--- src/dmx_bmd_pkg.sv ---
`default_nettype none
package dmx_bmd_pkg;

  localparam int unsigned LIMIT_BITS   = 16;
  localparam int unsigned TIMEOUT_BITS = 8;
  localparam int unsigned CFG_INDEX_BITS = 2;
  localparam int unsigned CFG_DATA_BITS  = 16;
  localparam int unsigned WIDTH_COUNT_BITS_DEFAULT = 16;

  localparam logic [LIMIT_BITS-1:0]   BREAK_MIN_RESET  = 16'd87;
  localparam logic [LIMIT_BITS-1:0]   BREAK_MAX_RESET  = 16'd210;
  localparam logic [TIMEOUT_BITS-1:0] MARK_TIMEOUT_RESET = 8'd20;

  localparam logic [1:0] REQ_EDGE       = 2'd0;
  localparam logic [1:0] REQ_WIDTH_TICK = 2'd1;
  localparam logic [1:0] REQ_MS_TICK    = 2'd2;

  localparam logic [CFG_INDEX_BITS-1:0] CFG_BREAK_MIN    = 2'd0;
  localparam logic [CFG_INDEX_BITS-1:0] CFG_BREAK_MAX    = 2'd1;
  localparam logic [CFG_INDEX_BITS-1:0] CFG_MARK_TIMEOUT = 2'd2;

  typedef enum logic [1:0] {
    ST_IDLE  = 2'd0,
    ST_BREAK = 2'd1,
    ST_MARK  = 2'd2
  } detect_state_t;

  typedef struct packed {
    logic [LIMIT_BITS-1:0]   break_min;
    logic [LIMIT_BITS-1:0]   break_max;
    logic [TIMEOUT_BITS-1:0] mark_timeout;
  } cfg_regs_t;

  typedef struct packed {
    logic       receive_enable;
    logic       frame_start;
    logic       indicator;
    logic [1:0] detect_state;
  } result_t;

endpackage
`default_nettype wire

--- src/dmx_bmd_cfg_regs.sv ---
`default_nettype none
module dmx_bmd_cfg_regs
  import dmx_bmd_pkg::*;
(
  input  wire logic                      clk,
  input  wire logic                      rst,
  input  wire logic                      cfg_valid,
  output logic                           cfg_ready,
  input  wire logic [CFG_INDEX_BITS-1:0] cfg_index,
  input  wire logic [CFG_DATA_BITS-1:0]  cfg_data,
  output cfg_regs_t                      cfg
);

  assign cfg_ready = 1'b1;

  always_ff @(posedge clk) begin
    if (rst) begin
      cfg.break_min    <= BREAK_MIN_RESET;
      cfg.break_max    <= BREAK_MAX_RESET;
      cfg.mark_timeout <= MARK_TIMEOUT_RESET;
    end else if (cfg_valid && cfg_ready) begin
      case (cfg_index)
        CFG_BREAK_MIN:    cfg.break_min    <= cfg_data[LIMIT_BITS-1:0];
        CFG_BREAK_MAX:    cfg.break_max    <= cfg_data[LIMIT_BITS-1:0];
        CFG_MARK_TIMEOUT: cfg.mark_timeout <= cfg_data[TIMEOUT_BITS-1:0];
        default: ;
      endcase
    end
  end

endmodule
`default_nettype wire

--- src/dmx_bmd_core.sv ---
`default_nettype none
module dmx_bmd_core
  import dmx_bmd_pkg::*;
#(
  parameter int unsigned WIDTH_COUNT_BITS = WIDTH_COUNT_BITS_DEFAULT
) (
  input  wire logic       clk,
  input  wire logic       rst,
  input  wire logic       step,
  input  wire logic [1:0] req_type,
  input  wire logic       pin_level,
  input  wire cfg_regs_t  cfg,
  output result_t         result
);

  localparam int unsigned CMP_BITS =
    (WIDTH_COUNT_BITS > LIMIT_BITS) ? WIDTH_COUNT_BITS : LIMIT_BITS;

  detect_state_t               state, state_next;
  logic [WIDTH_COUNT_BITS-1:0] width_count, width_count_next;
  logic                        width_running, width_running_next;
  logic [TIMEOUT_BITS-1:0]     timeout_left, timeout_left_next;
  logic                        receive_flag, receive_flag_next;
  logic                        light_on, light_on_next;
  logic                        start;
  logic [CMP_BITS-1:0]         width_ext, min_ext, max_ext;

  assign width_ext = CMP_BITS'(width_count);
  assign min_ext   = CMP_BITS'(cfg.break_min);
  assign max_ext   = CMP_BITS'(cfg.break_max);

  always_comb begin
    state_next         = state;
    width_count_next   = width_count;
    width_running_next = width_running;
    timeout_left_next  = timeout_left;
    receive_flag_next  = receive_flag;
    light_on_next      = light_on;
    start              = 1'b0;
    case (req_type)
      REQ_EDGE: begin
        if (!(receive_flag && timeout_left != '0)) begin
          case (state)
            ST_IDLE: begin
              if (!pin_level) begin
                width_count_next   = '0;
                width_running_next = 1'b1;
                state_next         = ST_BREAK;
              end
            end
            ST_BREAK: begin
              if (pin_level && width_ext > min_ext && width_ext < max_ext) begin
                light_on_next     = 1'b1;
                state_next        = ST_MARK;
                start             = 1'b1;
                timeout_left_next = cfg.mark_timeout;
              end else begin
                state_next = ST_IDLE;
              end
              width_running_next = 1'b0;
            end
            ST_MARK: begin
              receive_flag_next = !pin_level && (timeout_left != '0);
              state_next        = ST_IDLE;
              light_on_next     = 1'b0;
            end
            default: state_next = ST_IDLE;
          endcase
        end
      end
      REQ_WIDTH_TICK: begin
        if (width_running && width_count != '1) begin
          width_count_next = width_count + 1'b1;
        end
      end
      REQ_MS_TICK: begin
        if (timeout_left != '0) begin
          timeout_left_next = timeout_left - 1'b1;
        end
      end
      default: ;
    endcase
  end

  assign result.receive_enable = receive_flag_next;
  assign result.frame_start    = start;
  assign result.indicator      = light_on_next;
  assign result.detect_state   = state_next;

  always_ff @(posedge clk) begin
    if (rst) begin
      state         <= ST_IDLE;
      width_count   <= '0;
      width_running <= 1'b0;
      timeout_left  <= '0;
      receive_flag  <= 1'b0;
      light_on      <= 1'b0;
    end else if (step) begin
      state         <= state_next;
      width_count   <= width_count_next;
      width_running <= width_running_next;
      timeout_left  <= timeout_left_next;
      receive_flag  <= receive_flag_next;
      light_on      <= light_on_next;
    end
  end

  a_running_in_break: assert property (@(posedge clk) disable iff (rst)
    width_running |-> state == ST_BREAK)
    else $error("width counter running outside break");

  a_light_in_mark: assert property (@(posedge clk) disable iff (rst)
    light_on == (state == ST_MARK))
    else $error("indicator disagrees with mark state");

  a_start_enters_mark: assert property (@(posedge clk) disable iff (rst)
    step && start |=> state == ST_MARK && timeout_left == $past(cfg.mark_timeout))
    else $error("frame start without mark entry");

  a_count_held: assert property (@(posedge clk) disable iff (rst)
    !step |=> $stable(width_count) && $stable(timeout_left))
    else $error("state changed without a transfer");

endmodule
`default_nettype wire

--- src/dmx_bmd_out_stage.sv ---
`default_nettype none
module dmx_bmd_out_stage
  import dmx_bmd_pkg::*;
(
  input  wire logic    clk,
  input  wire logic    rst,
  input  wire logic    in_valid,
  output logic         in_ready,
  input  wire result_t result,
  output logic         out_valid,
  input  wire logic    out_ready,
  output result_t      out_data
);

  assign in_ready = !out_valid || out_ready;

  always_ff @(posedge clk) begin
    if (rst) begin
      out_valid <= 1'b0;
    end else if (in_ready) begin
      out_valid <= in_valid;
    end
  end

  always_ff @(posedge clk) begin
    if (in_valid && in_ready) begin
      out_data <= result;
    end
  end

  a_hold_on_stall: assert property (@(posedge clk) disable iff (rst)
    out_valid && !out_ready |=> out_valid && $stable(out_data))
    else $error("result dropped while stalled");

  a_load_on_transfer: assert property (@(posedge clk) disable iff (rst)
    in_valid && in_ready |=> out_valid && out_data == $past(result))
    else $error("result not registered on transfer");

  a_no_double: assert property (@(posedge clk) disable iff (rst)
    out_valid && out_ready && !in_valid |=> !out_valid)
    else $error("result repeated");

endmodule
`default_nettype wire

--- src/dmx_break_mark_detector_top.sv ---
// DMX512 break / mark-after-break detector.
// Input channel (in_valid/in_ready): one event per transfer. req_type selects
// a pin edge (pin_level carries the sampled line level), a width timer tick or
// a millisecond tick. Every event yields exactly one result.
// Output channel (out_valid/out_ready): receive_enable, frame_start,
// indicator and detect_state as they stand after the event.
// Configuration channel (cfg_valid/cfg_ready): index 0 break_min_ticks,
// 1 break_max_ticks, 2 mark_timeout_ms; other indexes are ignored. cfg_ready
// is always high; write only while no event is in flight.
// out_valid rises in the cycle after the input transfer. Throughput: one
// event per cycle unless out_ready stalls, set by the single result register;
// the detector state updates in the same cycle the event is taken.
// Reset (rst, synchronous): state idle, counters and flags clear, registers
// back to 87 / 210 / 20, output register empty.
// When the receiver stalls, the pending result holds and in_ready drops;
// in_ready stays high while the result register is empty or being drained.
`default_nettype none
module dmx_break_mark_detector_top
  import dmx_bmd_pkg::*;
#(
  parameter int unsigned WIDTH_COUNT_BITS = WIDTH_COUNT_BITS_DEFAULT
) (
  input  wire logic                      clk,
  input  wire logic                      rst,
  input  wire logic                      in_valid,
  output logic                           in_ready,
  input  wire logic [1:0]                req_type,
  input  wire logic                      pin_level,
  output logic                           out_valid,
  input  wire logic                      out_ready,
  output logic                           receive_enable,
  output logic                           frame_start,
  output logic                           indicator,
  output logic [1:0]                     detect_state,
  input  wire logic                      cfg_valid,
  output logic                           cfg_ready,
  input  wire logic [CFG_INDEX_BITS-1:0] cfg_index,
  input  wire logic [CFG_DATA_BITS-1:0]  cfg_data
);

  cfg_regs_t cfg;
  result_t   result;
  result_t   out_data;

  dmx_bmd_cfg_regs u_cfg_regs (
    .clk       (clk),
    .rst       (rst),
    .cfg_valid (cfg_valid),
    .cfg_ready (cfg_ready),
    .cfg_index (cfg_index),
    .cfg_data  (cfg_data),
    .cfg       (cfg)
  );

  dmx_bmd_core #(
    .WIDTH_COUNT_BITS (WIDTH_COUNT_BITS)
  ) u_core (
    .clk       (clk),
    .rst       (rst),
    .step      (in_valid && in_ready),
    .req_type  (req_type),
    .pin_level (pin_level),
    .cfg       (cfg),
    .result    (result)
  );

  dmx_bmd_out_stage u_out_stage (
    .clk       (clk),
    .rst       (rst),
    .in_valid  (in_valid),
    .in_ready  (in_ready),
    .result    (result),
    .out_valid (out_valid),
    .out_ready (out_ready),
    .out_data  (out_data)
  );

  assign receive_enable = out_data.receive_enable;
  assign frame_start    = out_data.frame_start;
  assign indicator      = out_data.indicator;
  assign detect_state   = out_data.detect_state;

endmodule
`default_nettype wire

--- config.mk ---
export PLATFORM = sky130hd
export DESIGN_NAME = dmx_break_mark_detector_top
export DESIGN_NICKNAME = d
export VERILOG_FILES = /design/src/dmx_bmd_pkg.sv /design/src/dmx_bmd_cfg_regs.sv /design/src/dmx_bmd_core.sv /design/src/dmx_bmd_out_stage.sv /design/src/dmx_break_mark_detector_top.sv
export SDC_FILE = /design/constraint.sdc
export NUM_CORES = 1
export LEC_CHECK = 0
export BUFFER_PORTS_ARGS = -buffer_cell sky130_fd_sc_hd__clkbuf_2
export CORE_MARGIN = 2
export CORE_UTILIZATION = 60
export CTS_CLUSTER_DIAMETER = 40
export DETAILED_ROUTE_END_ITERATION = 8
export PLACE_DENSITY_LB_ADDON = 0.05
export SLEW_MARGIN = 10
export SYNTH_ARGS = -nofsm -noshare
export SYNTH_HDL_FRONTEND = slang
export SYNTH_SLANG_ARGS = --single-unit
--- constraint.sdc ---
create_clock -name clk -period 3.75 [get_ports clk]
set_input_delay 0.75 -clock clk [delete_from_list [all_inputs] [get_ports clk]]
set_output_delay 0.75 -clock clk [all_outputs]
set_load 0.02 [all_outputs]
==> out/qor.csv <==
metric,value,unit
outcome,"complete, but fails checks",
failing checks,design-rule violations,
detail-routed net length per standard cell,15.7,um
CP peak stage delay,0.52,ns
num ports,34,
Post-synth ARST share,0,%
Initial Utilization,62.7,%
Pleak,1.84,nW
CTS tree,yes,
clk_lat worst skew,0.36,ns
vias per inst,5.90,
Crit Path Max Fanout,7,
Final ANT Viol Nets,0,
Most common cell on crit path,o21ai_0,
CTS Buffer Depth,2,
Syn Inst Count,496,
Max Slew Vio Count,0,
met3 usage,4.52,%
antenna violations before repair,0,
Port Buf Inserts,32,
# diodes,0,
gr ovfl total,0,
core box area,6420,sq um
post-cts resize count,0,
"Hold Vio Cnt, Final",0,
Overall Power,1.54,mW
Final Util,68.2,%
unrepaired setup endpoints after global routing,no,
DP Worst Slack,0.865,ns
top cell type by total area after synthesis,dfxtp_1,
total track usage,27.5,%
fraction of layout cells with a size suffix above 1,11.0,%
Num CTS Buffers,9,
"top cells by count, synth","nand2_1 (92), dfxtp_1 (70), a21oi_1 (52)",
H-Tree Depth,3,
DIE WIDTH,85.9,um
Synth Register Bits,75,
first-pass GRT wire length,16000,um
gpl congestion,0.905,
CP cell instances,"ha_1, a21oi_1, o21ai_0, a221oi_1, or3b_2, and3_1, o21ai_0, o21ai_0",
# setup viols final,0,
Tmin final,2.89,ns
drt pass-1 iters,8,
Hold Crit Class,register to register,
CTS Root Cell,clkbuf_8,
WL final,9460,um
1st-iter DRT viols,179,
fin crit share,77.1,%
worst slew pin tran,0.785,ns
top-count cell post-synth,nand2_1,
Worst VDD drop,250,uV
Via Count,3553,
"top cells by area, synth","dfxtp_1 (35%), ha_1 (12%), nand2_1 (8.6%), a21oi_1 (6.5%), inv_1 (4.1%)",
area of the mapped netlist,4020,sq um
met2 Usage GRT,48.2,%
crit path DAT,3.11,ns
Startpoint Class,register,
headroom to the max-slew limit,47.3,%
Die ar.,7380,sq um
pin count of the biggest net entering global routing,41,
Hold Buf Count CTS,0,
hpwl dp,7040,um
Pwr Density,351,nW/um^2
vias in the first global route,3526,
"EDFF count, synth",5,
fmax,0.346,GHz
YS warnings,0,
Post-Synthesis Net Count,559,
DRC errors left,4,
post-CTS setup buffers,0,
register area share after synthesis,38.6,%
GR Layer Usage met1,32.5,%
Required @ worst endpoint,3.96,ns
Fin Clk Skew,0.0113,ns
Die Y,85.9,um
Max Cap Violations,0,
clock-pin slew on the worst setup and hold paths,0.08,ns
Synth cell types,59,
row cnt,29,
syn avg cell area,8.11,sq um
GRT busiest layer,met2,
# nets final,583,
Post-Route Setup TNS,0,ns
ys flop type,dfxtp_1,
Synth top area share,34.8,%
worst setup margin,0.858,ns
clock sinks,75,
crit path capture type,register,
CP Class,register to register,
Area Growth Syn to Fin,8.83,%
CP max-delay cell,or3b_2,
path summary, 6_finish.rpt:
| check | startpoint | cells after the start | end | slack (ns) |
|---|---|---|---|---|
| max | u_core.width_count[5] | 8 | u_core.timeout_left[6] | 0.86 |
| min | u_cfg_regs.cfg[32] | 2 | u_cfg_regs.cfg[32] | 0.46 |
| max reg2reg | u_core.width_count[5] | 8 | u_core.timeout_left[6] | 0.86 |
| min reg2reg | u_cfg_regs.cfg[32] | 2 | u_cfg_regs.cfg[32] | 0.46 |
sequential cells by signal, indices dropped and copies added, names as in the netlist, 2 cells and up:
register / count
u_core.timeout_left: 8
u_core.state: 2
u_cfg_regs.cfg: 40
u_out_stage.out_data: 5
u_core.width_count: 16
metrics by stage:
| stage | instances | instance area, sq um | hold slack (ns) |
|---|---|---|---|
| after global placement | 586 | 4210 | 0.444 |
| after global routing | 602 | 4380 | 0.480 |
| after detailed placement | 586 | 4210 | 0.448 |
| after CTS | 602 | 4380 | 0.458 |
| final | 602 | 4380 | 0.455 |
| after floorplan | 496 | 4020 | 0.434 |
layer usage:
layer | vias to the layer above | routed length (um)
li1 | 1769 | -
met1 | 1665 | 3920
met2 | 98 | 4840
met3 | 21 | 449
met4 | 0 | 242
met5 | - | 0
critical path: cells and delay by family, from the launching register on:
family / cells / cell delay [ns]
AO/OA/AOI/OAI: 5 / 1.27
AND/OR/NAND/NOR: 2 / 0.76
flip-flops: 1 / 0.44
adder cells (fa/ha/maj): 1 / 0.28
final cells by class:
type,instances,area (sq um)
Clock buffer,10,128
Clock inverter,6,42.5
Fill cell,570,2040
Inverter,45,169
Multi-Input combinational cell,355,2220
Sequential cell,75,1550
Tap cell,77,96.3
Timing Repair Buffer,34,175
cell families after synthesis:
logic type               share of synthesized area [%]
multiplexers                                      2.24
AO/OA/AOI/OAI                                     16.9
buffers and inverters                             6.47
AND/OR/NAND/NOR                                   22.3
XOR/XNOR                                          1.96
other                                           0.0932
flip-flops                                        38.6
adder cells (fa/ha/maj)                           11.5
cells in the final DEF, fill, tap and decap left out, types with 6 or more instances in the layout:
cell type | netlist | layout
mux2i_1 | 9 | 9
xor2_1 | 6 | 6
clkbuf_8 | 0 | 9
nor2_1 | 37 | 37
nand2_1 | 92 | 92
o21ai_0 | 14 | 14
or3_1 | 7 | 7
a21oi_1 | 52 | 52
o211ai_1 | 10 | 10
dfxtp_1 | 70 | 70
ha_1 | 37 | 37
nor3_1 | 6 | 6
nand4_1 | 12 | 12
inv_1 | 44 | 44
clkbuf_2 | 0 | 32
nand3_1 | 8 | 8
where the power goes:
group / total, mW / leakage, nW / internal (mW) / switching, mW
combinational: 0.144 / 1.14 / 0.0509 / 0.0931
sequential: 0.836 / 0.619 / 0.826 / 0.0101
clock: 0.556 / 0.0822 / 0.240 / 0.316
Power figures use the tool's default switching activity.
